### src/rtl/rbu_pkg.sv
// Shared types and constants for the raw Bayer byte unpacker.
`timescale 1ns / 1ps
`default_nettype none

package rbu_pkg;

  // Sample depth codes.
  typedef enum logic [1:0] {
    DEPTH_8  = 2'd0,
    DEPTH_10 = 2'd1,
    DEPTH_12 = 2'd2,
    DEPTH_16 = 2'd3
  } depth_t;

  // Packing codes; the fourth code behaves as CSI packed.
  typedef logic [1:0] pack_t;
  localparam pack_t PACK_CSI     = 2'd0;
  localparam pack_t PACK_COMPACT = 2'd1;
  localparam pack_t PACK_ALIGNED = 2'd2;

  // Register map.
  localparam int unsigned CFG_ADDR_W = 3;
  localparam logic REG_DEPTH   = 1'b0;
  localparam logic REG_PACKING = 1'b1;

  typedef struct packed {
    depth_t depth;
    pack_t  packing;
  } cfg_t;

  // One finished group: up to four pixels and the index of the last one.
  typedef struct packed {
    logic [3:0][7:0] px;
    logic [1:0]      last_idx;
  } grp_t;

endpackage

`default_nettype wire

### src/rtl/rbu_cfg_regs.sv
// APB configuration registers: sample depth and packing.
`timescale 1ns / 1ps
`default_nettype none

module rbu_cfg_regs (
  input  wire logic                          clk,
  input  wire logic                          rst_n,
  input  wire logic                          psel,
  input  wire logic                          penable,
  input  wire logic                          pwrite,
  input  wire logic [rbu_pkg::CFG_ADDR_W-1:0] paddr,
  input  wire logic [31:0]                   pwdata,
  output logic [31:0]                        prdata,
  output logic                               pready,
  output rbu_pkg::cfg_t                      cfg
);
  import rbu_pkg::*;

  depth_t depth_r;
  pack_t  packing_r;
  logic   wr_en;
  logic   reg_sel;

  assign pready  = 1'b1;
  assign reg_sel = paddr[2];
  assign wr_en   = psel && penable && pwrite && pready;

  always_ff @(posedge clk) begin
    if (!rst_n) begin
      depth_r   <= DEPTH_8;
      packing_r <= PACK_CSI;
    end else if (wr_en) begin
      unique case (reg_sel)
        REG_DEPTH:   depth_r   <= depth_t'(pwdata[1:0]);
        REG_PACKING: packing_r <= pwdata[1:0];
        default:     ;
      endcase
    end
  end

  always_comb begin
    unique case (reg_sel)
      REG_DEPTH:   prdata = {30'd0, depth_r};
      REG_PACKING: prdata = {30'd0, packing_r};
      default:     prdata = 32'd0;
    endcase
  end

  assign cfg.depth   = depth_r;
  assign cfg.packing = packing_r;

endmodule

`default_nettype wire

### src/rtl/rbu_group.sv
// Input register, group collection and bit unpacking of a closed group.
`timescale 1ns / 1ps
`default_nettype none

module rbu_group (
  input  wire logic          clk,
  input  wire logic          rst_n,
  input  wire rbu_pkg::cfg_t cfg,
  input  wire logic          in_valid,
  output logic               in_stall,
  input  wire logic [7:0]    in_data_byte,
  input  wire logic          in_frame_start,
  output logic               grp_valid,
  input  wire logic          grp_ready,
  output rbu_pkg::grp_t      grp
);
  import rbu_pkg::*;

  logic            s1_valid_r;
  logic [7:0]      s1_byte_r;
  logic            s1_fs_r;
  logic [2:0]      count_r;
  logic [2:0]      count_eff;
  logic [2:0]      count_nxt;
  logic [2:0]      size;
  logic            closes;
  logic            go;
  logic [3:0][7:0] held_r;
  logic [7:0]      cur;
  logic [7:0]      b0, b1, b2, b3;

  assign cur = s1_byte_r;
  assign b0  = held_r[0];
  assign b1  = held_r[1];
  assign b2  = held_r[2];
  assign b3  = held_r[3];

  // Frame start realigns the grouping before this beat is counted.
  assign count_eff = s1_fs_r ? 3'd0 : count_r;

  always_comb begin
    unique case (cfg.depth)
      DEPTH_8:  size = 3'd1;
      DEPTH_10: size = (cfg.packing == PACK_ALIGNED) ? 3'd2 : 3'd5;
      DEPTH_12: size = (cfg.packing == PACK_ALIGNED) ? 3'd2 : 3'd3;
      DEPTH_16: size = 3'd2;
      default:  size = 3'd2;
    endcase
  end

  assign closes    = ({1'b0, count_eff} + 4'd1) >= {1'b0, size};
  assign go        = s1_valid_r && (!closes || grp_ready);
  assign in_stall  = s1_valid_r && !go;
  assign grp_valid = s1_valid_r && closes;
  assign count_nxt = closes ? 3'd0 : count_eff + 3'd1;

  always_ff @(posedge clk) begin
    if (!rst_n) begin
      s1_valid_r <= 1'b0;
      count_r    <= 3'd0;
    end else begin
      if (!in_stall) s1_valid_r <= in_valid;
      if (go)        count_r    <= count_nxt;
    end
  end

  always_ff @(posedge clk) begin
    if (in_valid && !in_stall) begin
      s1_byte_r <= in_data_byte;
      s1_fs_r   <= in_frame_start;
    end
    if (go && !closes) held_r[count_eff[1:0]] <= cur;
  end

  // Unpack the closed group; held bytes start at index 0, cur is the last byte.
  always_comb begin
    grp.px       = '0;
    grp.last_idx = 2'd0;
    unique case (cfg.depth)
      DEPTH_10: begin
        case (cfg.packing)
          PACK_ALIGNED: grp.px[0] = {cur[1:0], b0[7:2]};
          PACK_COMPACT: begin
            grp.px[0]    = {b1[1:0], b0[7:2]};
            grp.px[1]    = {b2[3:0], b1[7:4]};
            grp.px[2]    = {b3[5:0], b2[7:6]};
            grp.px[3]    = cur;
            grp.last_idx = 2'd3;
          end
          default: begin
            grp.px       = {b3, b2, b1, b0};
            grp.last_idx = 2'd3;
          end
        endcase
      end
      DEPTH_12: begin
        case (cfg.packing)
          PACK_ALIGNED: grp.px[0] = {cur[3:0], b0[7:4]};
          PACK_COMPACT: begin
            grp.px[0]    = {b1[3:0], b0[7:4]};
            grp.px[1]    = cur;
            grp.last_idx = 2'd1;
          end
          default: begin
            grp.px[0]    = b0;
            grp.px[1]    = b1;
            grp.last_idx = 2'd1;
          end
        endcase
      end
      default: grp.px[0] = cur;
    endcase
  end

endmodule

`default_nettype wire

### src/rtl/rbu_out_ser.sv
// Result register holding one group; drains its pixels one beat per cycle while out_stall is low.
`timescale 1ns / 1ps
`default_nettype none

module rbu_out_ser (
  input  wire logic          clk,
  input  wire logic          rst_n,
  input  wire logic          grp_valid,
  output logic               grp_ready,
  input  wire rbu_pkg::grp_t grp,
  output logic               out_valid,
  input  wire logic          out_stall,
  output logic [7:0]         out_pixel,
  output logic               out_last_of_group
);
  import rbu_pkg::*;

  logic            res_valid_r;
  logic [3:0][7:0] px_r;
  logic [1:0]      last_r;
  logic [1:0]      idx_r;
  logic            at_last;
  logic            take;

  assign at_last   = (idx_r == last_r);
  assign grp_ready = !res_valid_r || (!out_stall && at_last);
  assign take      = grp_valid && grp_ready;

  always_ff @(posedge clk) begin
    if (!rst_n) begin
      res_valid_r <= 1'b0;
      idx_r       <= 2'd0;
    end else if (take) begin
      res_valid_r <= 1'b1;
      idx_r       <= 2'd0;
    end else if (res_valid_r && !out_stall) begin
      if (at_last) res_valid_r <= 1'b0;
      else         idx_r       <= idx_r + 2'd1;
    end
  end

  always_ff @(posedge clk) begin
    if (take) begin
      px_r   <= grp.px;
      last_r <= grp.last_idx;
    end
  end

  assign out_valid         = res_valid_r;
  assign out_pixel         = px_r[idx_r];
  assign out_last_of_group = at_last;

endmodule

`default_nettype wire

### src/rtl/raw_bayer_unpack_to_8bit.sv
// Top level of the raw Bayer byte unpacker to 8-bit pixels.
// Usage:
//  - Input channel: one packed raw byte per beat (in_data_byte) with
//    in_frame_start marking the first byte of a frame. A beat moves when
//    in_valid is high and in_stall is low.
//  - Output channel: one 8-bit pixel per beat; out_last_of_group flags the
//    final pixel produced by the closing byte of a group.
//  - APB port sets sample depth (byte 0) and packing (byte 4); write it only
//    while no beats are in flight.
// Path: input register, combinational unpack, result register to the output.
// Throughput: one byte per cycle unless stalled; groups of 5, 3, 2 or 1 bytes
// give 4, 2, 1 or 1 pixels, so the output pixel rate stays at or below the
// byte rate. The single result register sets the rate, draining one pixel per
// cycle unless out_stall is high.
// Reset: depth and packing go to 8-bit CSI, the group count clears, both
// pipeline stages empty; held bytes are not cleared.
// Stall: the result register holds its group; the input register keeps taking
// bytes that only add to the open group, and stalls once a byte closes one.
`timescale 1ns / 1ps
`default_nettype none

module raw_bayer_unpack_to_8bit (
  input  wire logic                          clk,
  input  wire logic                          rst_n,
  // configuration
  input  wire logic                          psel,
  input  wire logic                          penable,
  input  wire logic                          pwrite,
  input  wire logic [rbu_pkg::CFG_ADDR_W-1:0] paddr,
  input  wire logic [31:0]                   pwdata,
  output logic [31:0]                        prdata,
  output logic                               pready,
  // byte input
  input  wire logic                          in_valid,
  output logic                               in_stall,
  input  wire logic [7:0]                    in_data_byte,
  input  wire logic                          in_frame_start,
  // pixel output
  output logic                               out_valid,
  input  wire logic                          out_stall,
  output logic [7:0]                         out_pixel,
  output logic                               out_last_of_group
);
  import rbu_pkg::*;

  cfg_t cfg;
  grp_t grp;
  logic grp_valid;
  logic grp_ready;

  rbu_cfg_regs u_cfg (
    .clk     (clk),
    .rst_n   (rst_n),
    .psel    (psel),
    .penable (penable),
    .pwrite  (pwrite),
    .paddr   (paddr),
    .pwdata  (pwdata),
    .prdata  (prdata),
    .pready  (pready),
    .cfg     (cfg)
  );

  // Collect bytes and unpack the group when its last byte arrives.
  rbu_group u_group (
    .clk            (clk),
    .rst_n          (rst_n),
    .cfg            (cfg),
    .in_valid       (in_valid),
    .in_stall       (in_stall),
    .in_data_byte   (in_data_byte),
    .in_frame_start (in_frame_start),
    .grp_valid      (grp_valid),
    .grp_ready      (grp_ready),
    .grp            (grp)
  );

  // Hold the group and emit its pixels in order.
  rbu_out_ser u_out (
    .clk               (clk),
    .rst_n             (rst_n),
    .grp_valid         (grp_valid),
    .grp_ready         (grp_ready),
    .grp               (grp),
    .out_valid         (out_valid),
    .out_stall         (out_stall),
    .out_pixel         (out_pixel),
    .out_last_of_group (out_last_of_group)
  );

endmodule

`default_nettype wire

### config.mk
export PLATFORM = sky130hd
export DESIGN_NAME = raw_bayer_unpack_to_8bit
export DESIGN_NICKNAME = d
export VERILOG_FILES = /design/src/rtl/rbu_pkg.sv /design/src/rtl/rbu_cfg_regs.sv /design/src/rtl/rbu_group.sv /design/src/rtl/rbu_out_ser.sv /design/src/rtl/raw_bayer_unpack_to_8bit.sv
export SDC_FILE = /design/constraint.sdc
export NUM_CORES = 1
export LEC_CHECK = 0
export ABC_AREA = 1
export BUFFER_PORTS_ARGS = -buffer_cell sky130_fd_sc_hd__buf_2
export CAP_MARGIN = 10
export CORE_MARGIN = 10
export CORE_UTILIZATION = 30
export DETAILED_ROUTE_END_ITERATION = 10
export PLACE_DENSITY_LB_ADDON = 0.05
export SLEW_MARGIN = 20
export SYNTH_ARGS = -nofsm -noshare
export SYNTH_HDL_FRONTEND = slang
export SYNTH_SLANG_ARGS = --single-unit
### constraint.sdc
create_clock -name clk -period 4.45 [get_ports clk]
set_clock_uncertainty 0.05 [all_clocks]
set_input_delay 0.6675 -clock clk [delete_from_list [all_inputs] [get_ports clk]]
set_output_delay 0.6675 -clock clk [all_outputs]
set_load 0.05 [all_outputs]
==> Yosys cells after proc, flatten, opt, wreduce, memory -nomap -nowiden <==
Index checks and enable logic that the tools add are counted.
{ "classes": {"n_addsub": 3, "magnitude_cmp": 4, "n_eq_ne": 6, "muxes": 23, "bitwise_logic": 3, "reduce_logical": 26} }
{ "ops": {"columns": ["op", "count"], "rows": [
  ["case mux 8 bit (2 select lines)", 5],
  ["case mux 32 bit (2 select lines)", 1],
  ["case mux 24 bit (2 select lines)", 1],
  ["bitwise mux 32 bit", 1],
  ["binary-select mux 8 bit (select 2 bit)", 1],
  ["demux 8 bit (select 2 bit)", 1],
  ["two-way mux 8 bit", 2],
  ["case mux 3 bit (4 select lines)", 1],
  ["logical AND 1 bit", 11],
  ["two-way mux 3 bit", 3],
  ["AND reduction 2 bit", 4],
  ["== test 2 bit, second input constant", 3],
  ["< comparator 2 x 3 -> 1 bit, second input constant", 2],
  ["logical NOT 1 bit", 5],
  ["two-way mux 1 bit", 5],
  ["adder 3 x 1 -> 4 bit, second input constant", 1],
  ["== test 2 x 1 -> 1 bit, second input constant", 2],
  [">= comparator 4 x 3 -> 1 bit", 1],
  ["case mux 2 bit (2 select lines)", 1],
  ["nonzero test 2 bit", 2],
  ["adder 3 x 1 -> 3 bit, second input constant", 1],
  ["inverter 1 bit", 3],
  ["adder 2 x 1 -> 2 bit, second input constant", 1],
  ["== test 2 bit", 1],
  ["other kinds (5)", 6]
]} }
{ "totals": {"ff_bits": 86, "input_bits": 51, "output_inout_bits": 44} }

==> Logic depth before layout (Yosys ltp) <==
Gate-level depths: netlist of the first run.
{ "logic_depth": {"ltp_word": 11, "ltp_mapped": 15, "mapped_depth_nobuf": 15} }

==> Modules after synthesis <==
From an unflattened synthesis of the first run, not the netlist that was laid out.
{ "hier_totals": {"hier_cells": 435, "hier_area_um2": 4351.7} }
{ "by_module_without_submodules": {"columns": ["mod", "instances", "cells_per_inst", "area_per_inst_um2", "seq_area_each_um2"], "rows": [
  ["rbu_group", 1, 256, 2446.1, 1311.3],
  ["rbu_out_ser", 1, 111, 1450.1, 1081.0],
  ["rbu_cfg_regs", 1, 68, 455.4, 80.1]
]} }

==> Least setup slack after synthesis of the first run <==
Ideal clock, no wire load.
{ "synth_path": {"path_kind": "register to register", "start": "reg u_cfg.depth_r[0]", "end": "reg u_out.last_r[0], enable pin", "arrival_ns": 3.177, "t_required_ns": 3.975, "setup_slack_ns": 0.798, "path_stages_with_launch": 15, "n_path_buf": 1, "cell_sequence": "dfxtp_1 -> inv_1 -> ha_1 -> buf_2 -> o21ai_0 -> nand2_1 -> ha_1 -> inv_1 -> nand2_1 -> nand2_1 -> nand2_1 -> nand2_1 -> nand2_1 -> nand2_1 -> nor2_1"} }
{ "synth_via": {"elab_chain_len": 5, "word_cells_on_any_way": 8, "classes_between": "1 x order compare; 3 x eq/ne; 1 x mux; 3 x reduce/logical"} }
{ "synth_rtl": {"columns": ["element", "line_no", "text"], "rows": [
  ["start: declaration", "rbu_cfg_regs.sv:19", "depth_t depth_r;"],
  ["start signal: assignment", "rbu_cfg_regs.sv:34", "REG_DEPTH: depth_r <= depth_t'(pwdata[1:0]);"],
  ["== test 2 bit (tied with other cells)", "rbu_group.sv:42", "unique case (cfg.depth)"],
  ["case mux 3 bit (4 select lines) *", "rbu_group.sv:42", null],
  [">= comparator 4 x 3 -> 1 bit *", "rbu_group.sv:51", "assign closes = ({1'b0, count_eff} + 4'd1) >= {1'b0, size};"],
  ["logical AND 1 bit *", "rbu_group.sv:54", "assign grp_valid = s1_valid_r && closes;"],
  ["logical AND 1 bit *", "rbu_out_ser.sv:27", "assign take = grp_valid && grp_ready;"],
  ["named net u_out.take", "rbu_out_ser.sv:23", "logic take;"],
  ["end signal: assignment", "rbu_out_ser.sv:45", "last_r <= grp.last_idx;"],
  ["end: declaration", "rbu_out_ser.sv:20", "logic [1:0] last_r;"]
]} }
The timed path passes the listed nets; every way through them passes the cells marked *.
A chain may end at the register's enable or synchronous reset.

==> Worst setup path in the final report of the first run <==
{ "layout_path": {"start": "reg u_cfg.depth_r[0]", "end": "out in_stall"} }
{ "layout_via": {"elab_chain_len": 8, "word_cells_on_any_way": 11, "classes_between": "1 x order compare; 3 x eq/ne; 1 x mux; 6 x reduce/logical"} }
{ "layout_rtl": {"columns": ["element", "line_no", "text"], "rows": [
  ["== test 2 bit (tied with other cells)", "rbu_group.sv:42", null],
  ["case mux 3 bit (4 select lines) *", "rbu_group.sv:42", null],
  [">= comparator 4 x 3 -> 1 bit *", "rbu_group.sv:51", null],
  ["logical NOT 1 bit *", "rbu_group.sv:52", "assign go = s1_valid_r && (!closes || grp_ready);"],
  ["logical OR 1 bit *", "rbu_group.sv:52", null],
  ["logical AND 1 bit *", "rbu_group.sv:52", null],
  ["logical NOT 1 bit *", "rbu_group.sv:53", "assign in_stall = s1_valid_r && !go;"],
  ["logical AND 1 bit *", "rbu_group.sv:53", null],
  ["end: declaration", "raw_bayer_unpack_to_8bit.sv:35", "output logic in_stall,"]
]} }
Mark *: on every way between the ends. The rest lies on a longest branch, timed or not.

==> results of run 1 <==
-- cells in the mapped netlist, types with 7 or more instances --
master	instances
a21oi_1	30
a22oi_1	8
buf_2	8
buf_4	32
dfxtp_1	11
edfxtp_1	75
ha_1	13
inv_1	43
nand2_1	78
nand2_2	7
nor2_1	53
o21ai_0	39
o21ai_1	10
o22ai_1	14
-- worst paths after layout --
path | slack [ps] | endpoint | cells after the start
min reg2reg | 450 | u_group.count_r[1] | 2
max reg2reg | 1390 | u_group.b0[7] | 12
max | 1080 | in_stall | 14
min | 440 | u_group.cur[2] | 1
-- layout make-up --
class / count / area, um2 / area share, %
flip-flops and latches: 86 / 2470 / 50.0
multi-input cells: 306 / 1560 / 31.6
well taps: 184 / 230 / 4.66
clock buffers: 9 / 225 / 4.55
repair buffers: 36 / 193 / 3.90
inverters: 51 / 191 / 3.87
clock inverters: 7 / 71.3 / 1.44
-- worst max-delay path, cell delays in order (launching register included) --
cell	delay, ps
dfxtp_1	360
inv_1	100
ha_1	390
o21ai_0	300
nand2_1	80
ha_1	270
inv_1	30
nand2_1	40
nand2_1	40
nand2_1	60
nand2_1	80
nand2_1	110
nand3_2	110
inv_1	60
buf_2	250
-- flip-flops by register name, summed over array words and instances (netlist names) --
| register | count |
|---|---|
| u_out.last_r | 2 |
| u_group.b2 | 8 |
| u_group.cur | 8 |
| u_cfg.packing_r | 2 |
| u_group.b0 | 8 |
| u_out.out_valid | 1 |
| u_group.count_r | 3 |
| u_cfg.depth_r | 2 |
| u_out.idx_r | 2 |
| u_group.s1_valid_r | 1 |
| u_group.b1 | 8 |
| u_group.b3 | 8 |
| u_group.s1_fs_r | 1 |
| u_out.px_r | 32 |
-- power groups by stage --
stage                     sequential [mW]  combinational [mW]  clock, mW
after detailed placement            0.951               0.232          0
after CTS                           0.933               0.233      0.789
after floorplan                     0.944               0.205          0
after global routing                0.936               0.253      0.820
final                               0.933               0.232      0.765
after global placement              0.950               0.233          0
-- kinds of logic (layout without fill, tap and decap cells) --
group | Yosys count | after routing | synth area share, %
AO/OA/AOI/OAI | 109 | 109 | 13.7
adder cells (fa/ha/maj) | 13 | 13 | 3.66
flip-flops | 86 | 86 | 55.7
buffers and inverters | 97 | 103 | 11.6
AND/OR/NAND/NOR | 150 | 150 | 14.5
XOR/XNOR | 3 | 3 | 0.592
other | 2 | 31 | 0.169
-- per-layer routing --
| layer | vias to the layer above | wire length [um] |
|---|---|---|
| met3 | 10 | 649 |
| li1 | 1552 | - |
| met2 | 76 | 4330 |
| met5 | - | 0 |
| met1 | 1420 | 5410 |
| met4 | 0 | 163 |
==> out/metrics.csv, run 1 <==
metric;value;unit
Post-synth EDFFs;75;
router iterations before antenna repair;4;
total wire length;10.6;mm
Synth Area per Inst;9.65;um2
Async SR Flop Fraction;0;%
met2 Resource Use GR;15.2;%
Die Wd;142;um
commonest non-fill, non-tap cells in the layout;nand2_1 (78), edfxtp_1 (75), nor2_1 (52), inv_1 (43), o21ai_0 (39);
Setup crit start kind;flip-flop;
RR Startpoint;u_cfg.depth_r[0];
Synthesis Warnings;0;
initial antenna violation count;0;
worst slew pin tran;839;ps
DPL Wire Length;7.60;mm
Clock Latency Late Sink;350;ps
Critical Path RT;3730;ps
mapped cell area;4440;um2
Iter 0 DRT Violations;192;
outcome;finished clean;
peak supply drop;176;uV
GR met1 Demand/Resource;14.9;%
Tot Pwr;1.93;mW
Slew headroom;43.8;%
unrepaired setup endpoints after global routing;false;
register area share after synthesis;55.7;%
cts hold-fix bufs;0;
total track usage;10.7;%
Final WS setup;1080;ps
Inserted Diodes;0;
final std cells w/o fill;679;
placed cell count;663;
clock share of power;39.6;%
worst min-delay path category;primary input to flip-flop;
crit path kind;flip-flop to output pin;
Hold Path Origin;in_data_byte[2];
setup repair bufs after CTS;0;
critical path peak fanout;13;
Final Critical Period;3370;ps
Int Pwr;1.39;mW
vias in the first global route;2936;
Worst Setup SP;u_cfg.depth_r[0];
share of cells above drive strength 1;15.8;%
final max-slew violation count;0;
Filler Cell Count;1504;
num rows;44;
Sw Pwr;537;uW
worst slack, placed;1340;ps
main flop type after synthesis;edfxtp_1;
Max clock buf depth;2;
sequential power share;48.3;%
Buffers on Ports;31;
vias;3058;
die height;142;um
Wirelength per Cell;15.5;um
sw frac;27.8;%
clk root buf;clkbuf_16;
cell area power density;390;nW/um2
maximum clock rate;297;MHz
crit share post-route;75.7;%
fin nets;554;
Comb power frac;12.0;%
clock-pin slew on the worst setup and hold paths;70;ps
post-CTS resize count;0;
Leakage Power;1.93;nW
global-route wire length before repair;16.8;mm
library cells used by synthesis;30;
Initial Util;30.5;%
most common cell after layout, fill and taps aside;nand2_1;
largest area contributor in the netlist;edfxtp_1;
P&R area growth vs syn;11.4;%
Seq cells post-synth;86;
Routed Antenna Nets;0;
CP Capture Type;output pin;
Boundary Pins;95;
TritonCTS Sinks;86;
H-Tree Depth;3;
GR peak layer;met2;
full die area;20100;um2
DRC Markers;0;
worst hold slack;438;ps
met3 Use GR;3.14;%
core area;14500;um2
GRT Residual Overflow;0;
Post-Route Utilization;34.0;%
maxcap violations;0;
top cell type's share of synthesized area;50.7;%
Area after DPL;4650;um2
vias per cell;4.50;
Final setup viols;0;
Sum Neg Setup Slack;0;ps
routability cong.;0.774;
largest net degree at the start of global routing;35;
CTS tree;built;
CP Data Arrival Time;2650;ps
Final Hold Fails;0;
Syn Inst Count;460;
TritonCTS buffer count;9;
synth top area cells;edfxtp_1 (51%), nand2_1 (6.6%), buf_4 (5.4%);
Final Cell Area;4940;um2
Note: power is estimated with default switching activity, not from simulation.
==> inputs of run 2 (changes only) <==
--- a/config.mk
+++ b/config.mk
@@ -5,7 +5,7 @@
 export SDC_FILE = /design/constraint.sdc
 export NUM_CORES = 1
 export LEC_CHECK = 0
-export ABC_AREA = 1
+export ABC_AREA = 0
 export BUFFER_PORTS_ARGS = -buffer_cell sky130_fd_sc_hd__buf_2
 export CAP_MARGIN = 10
 export CORE_MARGIN = 10
==> constraint.sdc (replaced) <==
create_clock -name clk -period 3.42 [get_ports clk]
set_clock_uncertainty 0.05 [all_clocks]
set_input_delay 0.513 -clock clk [delete_from_list [all_inputs] [get_ports clk]]
set_output_delay 0.513 -clock clk [all_outputs]
set_load 0.05 [all_outputs]
==> run 2 against run 1 <==
Against the previous run: sequential share of layout area fell by 0.50 points; final area rose by 1.1%; hold slack got worse by 150 ps; register-to-register slack got worse by 1000 ps; core utilization up 0.49 points; critical endpoint unchanged; synthesized area shrank 0.31%; die area shrank 0.27%; count of clock-buffer cells in the layout rose by 1; final cell count is 17% lower; via count is 12% lower.
==> out/metrics.csv, run 2 <==
metric;value;unit;change
outcome;finished clean;;unchanged
Boundary Pins;95;;unchanged
Synth top cells by count;edfxtp_1 (75), buf_4 (32), a22oi_1 (30);;was nand2_1 (78), edfxtp_1 (75), nor2_1 (53)
unrepaired setup endpoints after global routing;false;;unchanged
count leader, synth;edfxtp_1;;was nand2_1
final max-slew violation count;0;;unchanged
DRC Markers;0;;unchanged
CP bufs+invs;2;;was 4
Syn Inst Count;351;;was 460
TritonCTS buffer count;9;;unchanged
clk root buf;clkbuf_16;;unchanged
initial antenna violation count;0;;unchanged
mapped cell area;4430;um2;was 4440 um2
full die area;20000;um2;was 20100 um2
vias per cell;4.74;;was 4.50
Slew headroom;39.2;%;was 43.8%
DPL Wire Length;7.06;mm;was 7.60 mm
crit-path cells;inv_1 > ha_2 > a211oi_1 > or2_2 > ha_1 > or3b_4 > a211o_4 > and3_4 > buf_2;;was inv_1 > ha_1 > o21ai_0 > nand2_1 > ha_1 > inv_1 > nand2_1 > nand2_1 > nand2_1 > nand2_1 > nand2_1 > nand3_2 > inv_1 > buf_2
Post-synth EDFFs;75;;unchanged
top cell type's share of synthesized area;50.9;%;was 50.7%
Hold Path Depth;1;;unchanged
router iterations before antenna repair;4;;unchanged
Final Hold Fails;0;;unchanged
H-Tree Depth;3;;unchanged
Int Pwr;1.86;mW;was 1.39 mW
Critical Path RT;2860;ps;was 3730 ps
sequential power share;48.6;%;was 48.3%
Comb power frac;9.9;%;was 12.0%
crit share post-route;96.0;%;
maxcap violations;0;;unchanged
Final WS setup;137;ps;was 1080 ps
largest area contributor in the netlist;edfxtp_1;;unchanged
Inserted Diodes;0;;unchanged
Final setup viols;0;;unchanged
core area;14500;um2;about the same
maximum clock rate;305;MHz;
TritonCTS Sinks;86;;unchanged
commonest non-fill, non-tap cells in the layout;edfxtp_1 (75), conb_1 (31), buf_2 (31), a22oi_1 (30), nor2b_1 (28);;was nand2_1 (78), edfxtp_1 (75), nor2_1 (52), inv_1 (43), o21ai_0 (39)
worst slack, placed;263;ps;was 1340 ps
critical path peak fanout;6;;was 13
Final Critical Period;3280;ps;
Sw Pwr;596;uW;was 537 uW
Worst path depth;9;;was 14
Async SR Flop Fraction;0;%;unchanged
global-route wire length before repair;15.4;mm;was 16.8 mm
GRT Residual Overflow;0;;unchanged
CP Capture Type;output pin;;unchanged
register area share after synthesis;55.9;%;was 55.7%
cell area power density;492;nW/um2;was 390 nW/um2
die height;141;um;was 142 um
Routed Antenna Nets;0;;unchanged
Clock Latency Late Sink;340;ps;was 350 ps
Sum Neg Setup Slack;0;ps;unchanged
total track usage;9.82;%;was 10.7%
register with the most flip-flops;u_out.px_r;;unchanged
worst min-delay path category;primary input to flip-flop;;unchanged
fin nets;440;;was 554
vias in the first global route;2717;;was 2936
crit path max-delay cell type;or3b_4;;was ha_1
CP Data Arrival Time;2720;ps;was 2650 ps
Synth Area per Inst;12.6;um2;was 9.65 um2
share of cells above drive strength 1;19.4;%;was 15.8%
Seq cells post-synth;86;;unchanged
Iter 0 DRT Violations;161;;was 192
P&R area growth vs syn;12.9;%;was 11.4%
largest net degree at the start of global routing;47;;was 35
Buffers on Ports;31;;unchanged
Top delay family on crit path;simple AND/OR/NAND/NOR gates;;was adder cells
peak supply drop;218;uV;was 176 uV
Die Wd;141;um;was 142 um
r2r worst-path depth;9;;was 12
Synthesis Warnings;0;;unchanged
crit path kind;flip-flop to output pin;;unchanged
Leakage Power;1.85;nW;was 1.93 nW
clock-pin slew on the worst setup and hold paths;60;ps;was 70 ps
main flop type after synthesis;edfxtp_1;;unchanged
routability cong.;0.706;;was 0.774
Crit path largest cell delay;410;ps;was 390 ps
clock share of power;41.5;%;was 39.6%
CTS tree;built;;unchanged
worst slew pin tran;910;ps;was 839 ps
Wirelength per Cell;17.3;um;was 15.5 um
total wire length;9.75;mm;was 10.6 mm
synth top area cells;edfxtp_1 (51%), buf_4 (5.4%), a22oi_1 (5.1%);;was edfxtp_1 (51%), nand2_1 (6.6%), buf_4 (5.4%)
Largest register FFs;32;;unchanged
num rows;44;;unchanged
Setup crit start kind;flip-flop;;unchanged
Max clock buf depth;2;;unchanged
vias;2680;;was 3058
sw frac;24.2;%;was 27.8%
library cells used by synthesis;46;;was 30
Initial Util;30.6;%;was 30.5%
most common cell after layout, fill and taps aside;edfxtp_1;;was nand2_1
setup repair bufs after CTS;0;;unchanged
## run 2: area by class of cell
class                           instances  area, um2
Multi-Input combinational cell        223       1710
Tap cell                              184        230
Clock buffer                           10        229
Sequential cell                        86       2470
Inverter                               17       63.8
Clock inverter                          6       76.3
Timing Repair Buffer                   39        215
Fill cell                            1448       9480
## run 2: cells by family after synthesis
logic type / count (synthesis) / share of synthesized area (%)
fa+ha+maj: 13 / 3.68
xor+xnor: 4 / 0.792
other cells: 2 / 0.170
compound gates: 89 / 15.2
buf+inv: 71 / 8.96
flops: 86 / 55.9
mux: 13 / 5.23
simple gates: 73 / 10.1
## run 2: path summary, 6_finish.rpt
kind / startpoint / endpoint / slack (ps)
max: u_cfg.depth_r[0] / in_stall / 140
min: in_data_byte[0] / u_group.cur[0] / 290
max reg2reg: u_group.s1_fs_r / u_out.px_r[5] / 370
min reg2reg: u_group.count_r[2] / u_group.count_r[2] / 470
## run 2: repair_timing
item / 4_1_cts / 5_1_grt
endpoints found under the setup margin: 0 / 35
hold buffers: 0 / 0
resized for setup: 0 / 7
## run 2: per-stage QoR
stage / utilization [%] / area, um2 / power [mW] / instances / hold slack [ps]
floorplan: - / 4540 / 1.43 / 380 / 424
global placement: 32.2 / 4660 / 1.46 / 549 / 454
detailed placement: 32.2 / 4660 / 1.46 / 549 / 460
CTS: 34.3 / 4960 / 2.49 / 565 / 278
global route: 34.5 / 5000 / 2.55 / 565 / 285
finish: 34.5 / 5000 / 2.46 / 565 / 293
## run 2: worst reg2reg max path, stage by stage (launching register included)
cell and delay (ps):
edfxtp_1 430, nand2b_1 210, inv_1 130, ha_1 200, xnor2_1 110, ha_1 280, o21a_1 160, a211o_4 180
nand2_1 160, nor2_4 750
## run 2: power by group through the flow
stage          registers, mW  clock network, mW  logic [mW]
2_1_floorplan           1.21                  0       0.222
3_3_place_gp            1.22                  0       0.242
3_5_place_dp            1.22                  0       0.242
4_1_cts                 1.20               1.05       0.242
5_1_grt                 1.20               1.09       0.261
6_report                1.20               1.02       0.242
## run 2: per-layer routing
layer / share of wire, % / up-vias / wire length, um / track usage [%]
met1: 51 / 1291 / 4940 / 14.0
li1: - / 1314 / - / -
met4: 1.8 / 0 / 173 / 4.95
met3: 6.0 / 13 / 589 / 2.94
met5: 0 / - / 0 / 0
met2: 42 / 62 / 4050 / 13.0
==> inputs of run 3 (changes only) <==
--- a/config.mk
+++ b/config.mk
@@ -15,4 +15,5 @@
 export SLEW_MARGIN = 20
 export SYNTH_ARGS = -nofsm -noshare
 export SYNTH_HDL_FRONTEND = slang
+export SYNTH_HIERARCHICAL = 1
 export SYNTH_SLANG_ARGS = --single-unit
==> run 3 against run 2 <==
Against the previous run: final cell count increased by 3.9%; routed wire length up 3.9%; flip-flop and latch count unchanged; global-route usage is 0.31 points higher; first-iteration DRC count is 3.7% lower; die area up 1.1%; via count rose by 5.3%; register-to-register slack improved by 180 ps; non-clock buffer count up 4; fmax rose by 6.8%; synthesized cell count grew 5.4%; highest routed layer unchanged.
==> out/metrics.csv, run 3 <==
metric;value;unit;change
Max clock buf depth;2;;unchanged
Clock Latency Late Sink;340;ps;about the same
Initial Util;30.7;%;was 30.6%
post-synthesis adder-cell area fraction;3.07;%;was 3.68%
Slew headroom;38.8;%;was 39.2%
Boundary Pins;95;;unchanged
Sum Neg Setup Slack;0;ps;unchanged
core area;14600;um2;was 14500 um2
cell area power density;482;nW/um2;was 492 nW/um2
Routed Antenna Nets;0;;unchanged
library cells used by synthesis;51;;was 46
CTS tree;built;;unchanged
Wirelength per Cell;17.3;um;about the same
Hold Path Origin;in_data_byte[1];;was in_data_byte[0]
total track usage;10.1;%;was 9.82%
Async SR Flop Fraction;0;%;unchanged
sequential power share;49.7;%;was 48.6%
Synthesis Warnings;6;;was 0
H-Tree Depth;3;;unchanged
DRC Markers;0;;unchanged
Inserted Diodes;0;;unchanged
fin nets;462;;was 440
GR met1 Demand/Resource;14.5;%;was 14.0%
XOR/XNOR Fraction of Synth Area;0.977;%;was 0.792%
full die area;20200;um2;was 20000 um2
register area share after synthesis;55.2;%;was 55.9%
CP Data Arrival Time;2510;ps;was 2720 ps
register with the most flip-flops;u_out/px_r;;was u_out.px_r
CP Capture Type;output pin;;unchanged
num rows;44;;unchanged
largest net degree at the start of global routing;36;;was 47
unrepaired setup endpoints after global routing;false;;unchanged
post-synthesis mux area share;6.51;%;was 5.23%
Critical Path Sink;in_stall;;unchanged
worst slack, placed;490;ps;was 263 ps
maxcap violations;0;;unchanged
Area after DPL;4720;um2;was 4660 um2
TritonCTS Sinks;86;;unchanged
Largest register FFs;32;;unchanged
crit path kind;flip-flop to output pin;;unchanged
largest family of logic cells by synthesized area;compound AO/OA/AOI/OAI gates;;unchanged
Synth top cells by count;edfxtp_1 (75), nand2_1 (52), buf_4 (32);;was edfxtp_1 (75), buf_4 (32), a22oi_1 (30)
maximum clock rate;325;MHz;was 305 MHz
Final Cell Area;4990;um2;was 5000 um2
main flop type after synthesis;edfxtp_1;;unchanged
Leakage Power;1.80;nW;was 1.85 nW
Int Pwr;1.79;mW;was 1.86 mW
P&R area growth vs syn;11.4;%;was 12.9%
Synth Area per Inst;12.1;um2;was 12.6 um2
Final Hold Fails;0;;unchanged
clock-pin slew on the worst setup and hold paths;60;ps;about the same
die height;142;um;was 141 um
vias per cell;4.81;;was 4.74
critical path peak fanout;4;;was 6
Final Critical Period;3070;ps;was 3280 ps
sw frac;25.6;%;was 24.2%
Filler Cell Count;1446;;was 1448
post-CTS resize count;0;;unchanged
crit share post-route;89.9;%;was 96.0%
vias in the first global route;2803;;was 2717
Buffers on Ports;31;;unchanged
R2R Setup Slk;550;ps;was 370 ps
Critical R2R Capture;u_group/b1[2];;was u_out.px_r[5]
Iter 0 DRT Violations;155;;was 161
Comb power frac;10.6;%;was 9.9%
register area;2470;um2;about the same
Seq cells post-synth;86;;unchanged
TritonCTS buffer count;9;;unchanged
Synth Area in Compound Gates;13.6;%;was 15.2%
Syn Inst Count;370;;was 351
Multi-input gate area;1720;um2;was 1710 um2
Simple-Gate Fraction of Synth Area;11.8;%;was 10.1%
router iterations before antenna repair;5;;was 4
Post-synth EDFFs;75;;unchanged
outcome;finished clean;;unchanged
count leader, synth;edfxtp_1;;unchanged
Final WS setup;346;ps;was 137 ps
met3 Use GR;2.40;%;was 2.94%
vias;2821;;was 2680
DPL Wire Length;7.12;mm;was 7.06 mm
synth top area cells;edfxtp_1 (50%), buf_4 (5.4%), dfxtp_1 (4.9%);;was edfxtp_1 (51%), buf_4 (5.4%), a22oi_1 (5.1%)
Final setup viols;0;;unchanged
Worst Setup SP;u_cfg/packing_r[0];;was u_cfg.depth_r[0]
cts hold-fix bufs;0;;unchanged
GR peak layer;met1;;unchanged
Post-Route Utilization;34.2;%;was 34.5%
share of cells above drive strength 1;17.6;%;was 19.4%
met2 Resource Use GR;14.1;%;was 13.0%
Setup crit start kind;flip-flop;;unchanged
largest area contributor in the netlist;edfxtp_1;;unchanged
initial antenna violation count;0;;unchanged
mapped cell area;4480;um2;was 4430 um2
Die Wd;142;um;was 141 um
worst slew pin tran;918;ps;was 910 ps
worst min-delay path category;primary input to flip-flop;;unchanged
top cell type's share of synthesized area;50.3;%;was 50.9%
setup repair bufs after CTS;0;;unchanged
most common cell after layout, fill and taps aside;edfxtp_1;;unchanged
commonest non-fill, non-tap cells in the layout;edfxtp_1 (75), nand2_1 (52), buf_2 (31), conb_1 (31), o21ai_0 (25);;was edfxtp_1 (75), conb_1 (31), buf_2 (31), a22oi_1 (30), nor2b_1 (28)
Critical Path RT;2860;ps;about the same
Sw Pwr;616;uW;was 596 uW
clk root buf;clkbuf_16;;unchanged
GRT Residual Overflow;0;;unchanged
RR Startpoint;u_cfg/packing_r[0];;was u_group.s1_fs_r
final max-slew violation count;0;;unchanged
total wire length;10.1;mm;was 9.75 mm
routability cong.;0.778;;was 0.706
r2r worst-path depth;9;;unchanged
clock share of power;39.7;%;was 41.5%
global-route wire length before repair;15.9;mm;was 15.4 mm
peak supply drop;193;uV;was 218 uV
==> run 3: changes by cell type after synthesis, moves of 10 or more <==
cell,before,now
a22o_1,16,0
and2_1,3,13
nand2_1,9,52
nor2b_1,29,11
o21ai_0,13,25
==> run 3: worst min path at each step <==
stage / to / cells past startpoint
6_report: u_group/cur[1] / 1
5_1_grt: u_group/cur[6] / 1
4_1_cts: u_group/cur[1] / 1
3_5_place_dp: u_group/count_r[2] / 2
3_3_place_gp: u_group/count_r[2] / 2
2_1_floorplan: u_group/count_r[2] / 2
==> run 3: power groups by stage <==
stage          combinational [mW]  clock, mW  sequential, mW
2_1_floorplan               0.226          0            1.21
5_1_grt                     0.275       1.03            1.20
6_report                    0.255      0.954            1.20
3_3_place_gp                0.256          0            1.22
3_5_place_dp                0.257          0            1.22
4_1_cts                     0.257      0.988            1.20
==> run 3: critical path, cell delays in order (launching register included) <==
cell and delay [ps]:
dfxtp_1 380, inv_1 60, ha_1 240, a211oi_1 240, or2_2 140, ha_1 220, and3b_1 190, a221oi_2 320
a21oi_1 150, buf_2 240
==> run 3: through the flow <==
| stage | power, mW | std cells | hold slack (ps) |
|---|---|---|---|
| floorplan | 1.44 | 399 | 407 |
| global placement | 1.47 | 573 | 424 |
| detailed placement | 1.48 | 573 | 439 |
| CTS | 2.44 | 587 | 278 |
| global route | 2.51 | 587 | 281 |
| finish | 2.41 | 587 | 294 |
==> run 3: logic make-up (layout without fill, tap and decap cells) <==
family / count (synthesis) / after routing
other cells: 2 / 31
flops: 86 / 86
compound gates: 83 / 83
fa+ha+maj: 11 / 11
xor+xnor: 2 / 2
buf+inv: 65 / 69
mux: 17 / 17
simple gates: 104 / 104
==> run 3: cell type report <==
type / instances / share of cell area, %
Multi-Input combinational cell: 248 / 34.5
Tap cell: 184 / 4.61
Sequential cell: 86 / 49.5
Timing Repair Buffer: 43 / 4.91
Inverter: 12 / 0.902
Clock buffer: 9 / 4.51
Clock inverter: 5 / 1.03
==> run 3: routing by layer <==
layer  share of wire (%)  routed length, um  vias up
met4                 1.4                138        0
met2                  41               4180       88
li1                    -                  -     1349
met3                 7.1                718       10
met1                  50               5100     1374
met5                   0                  0        -
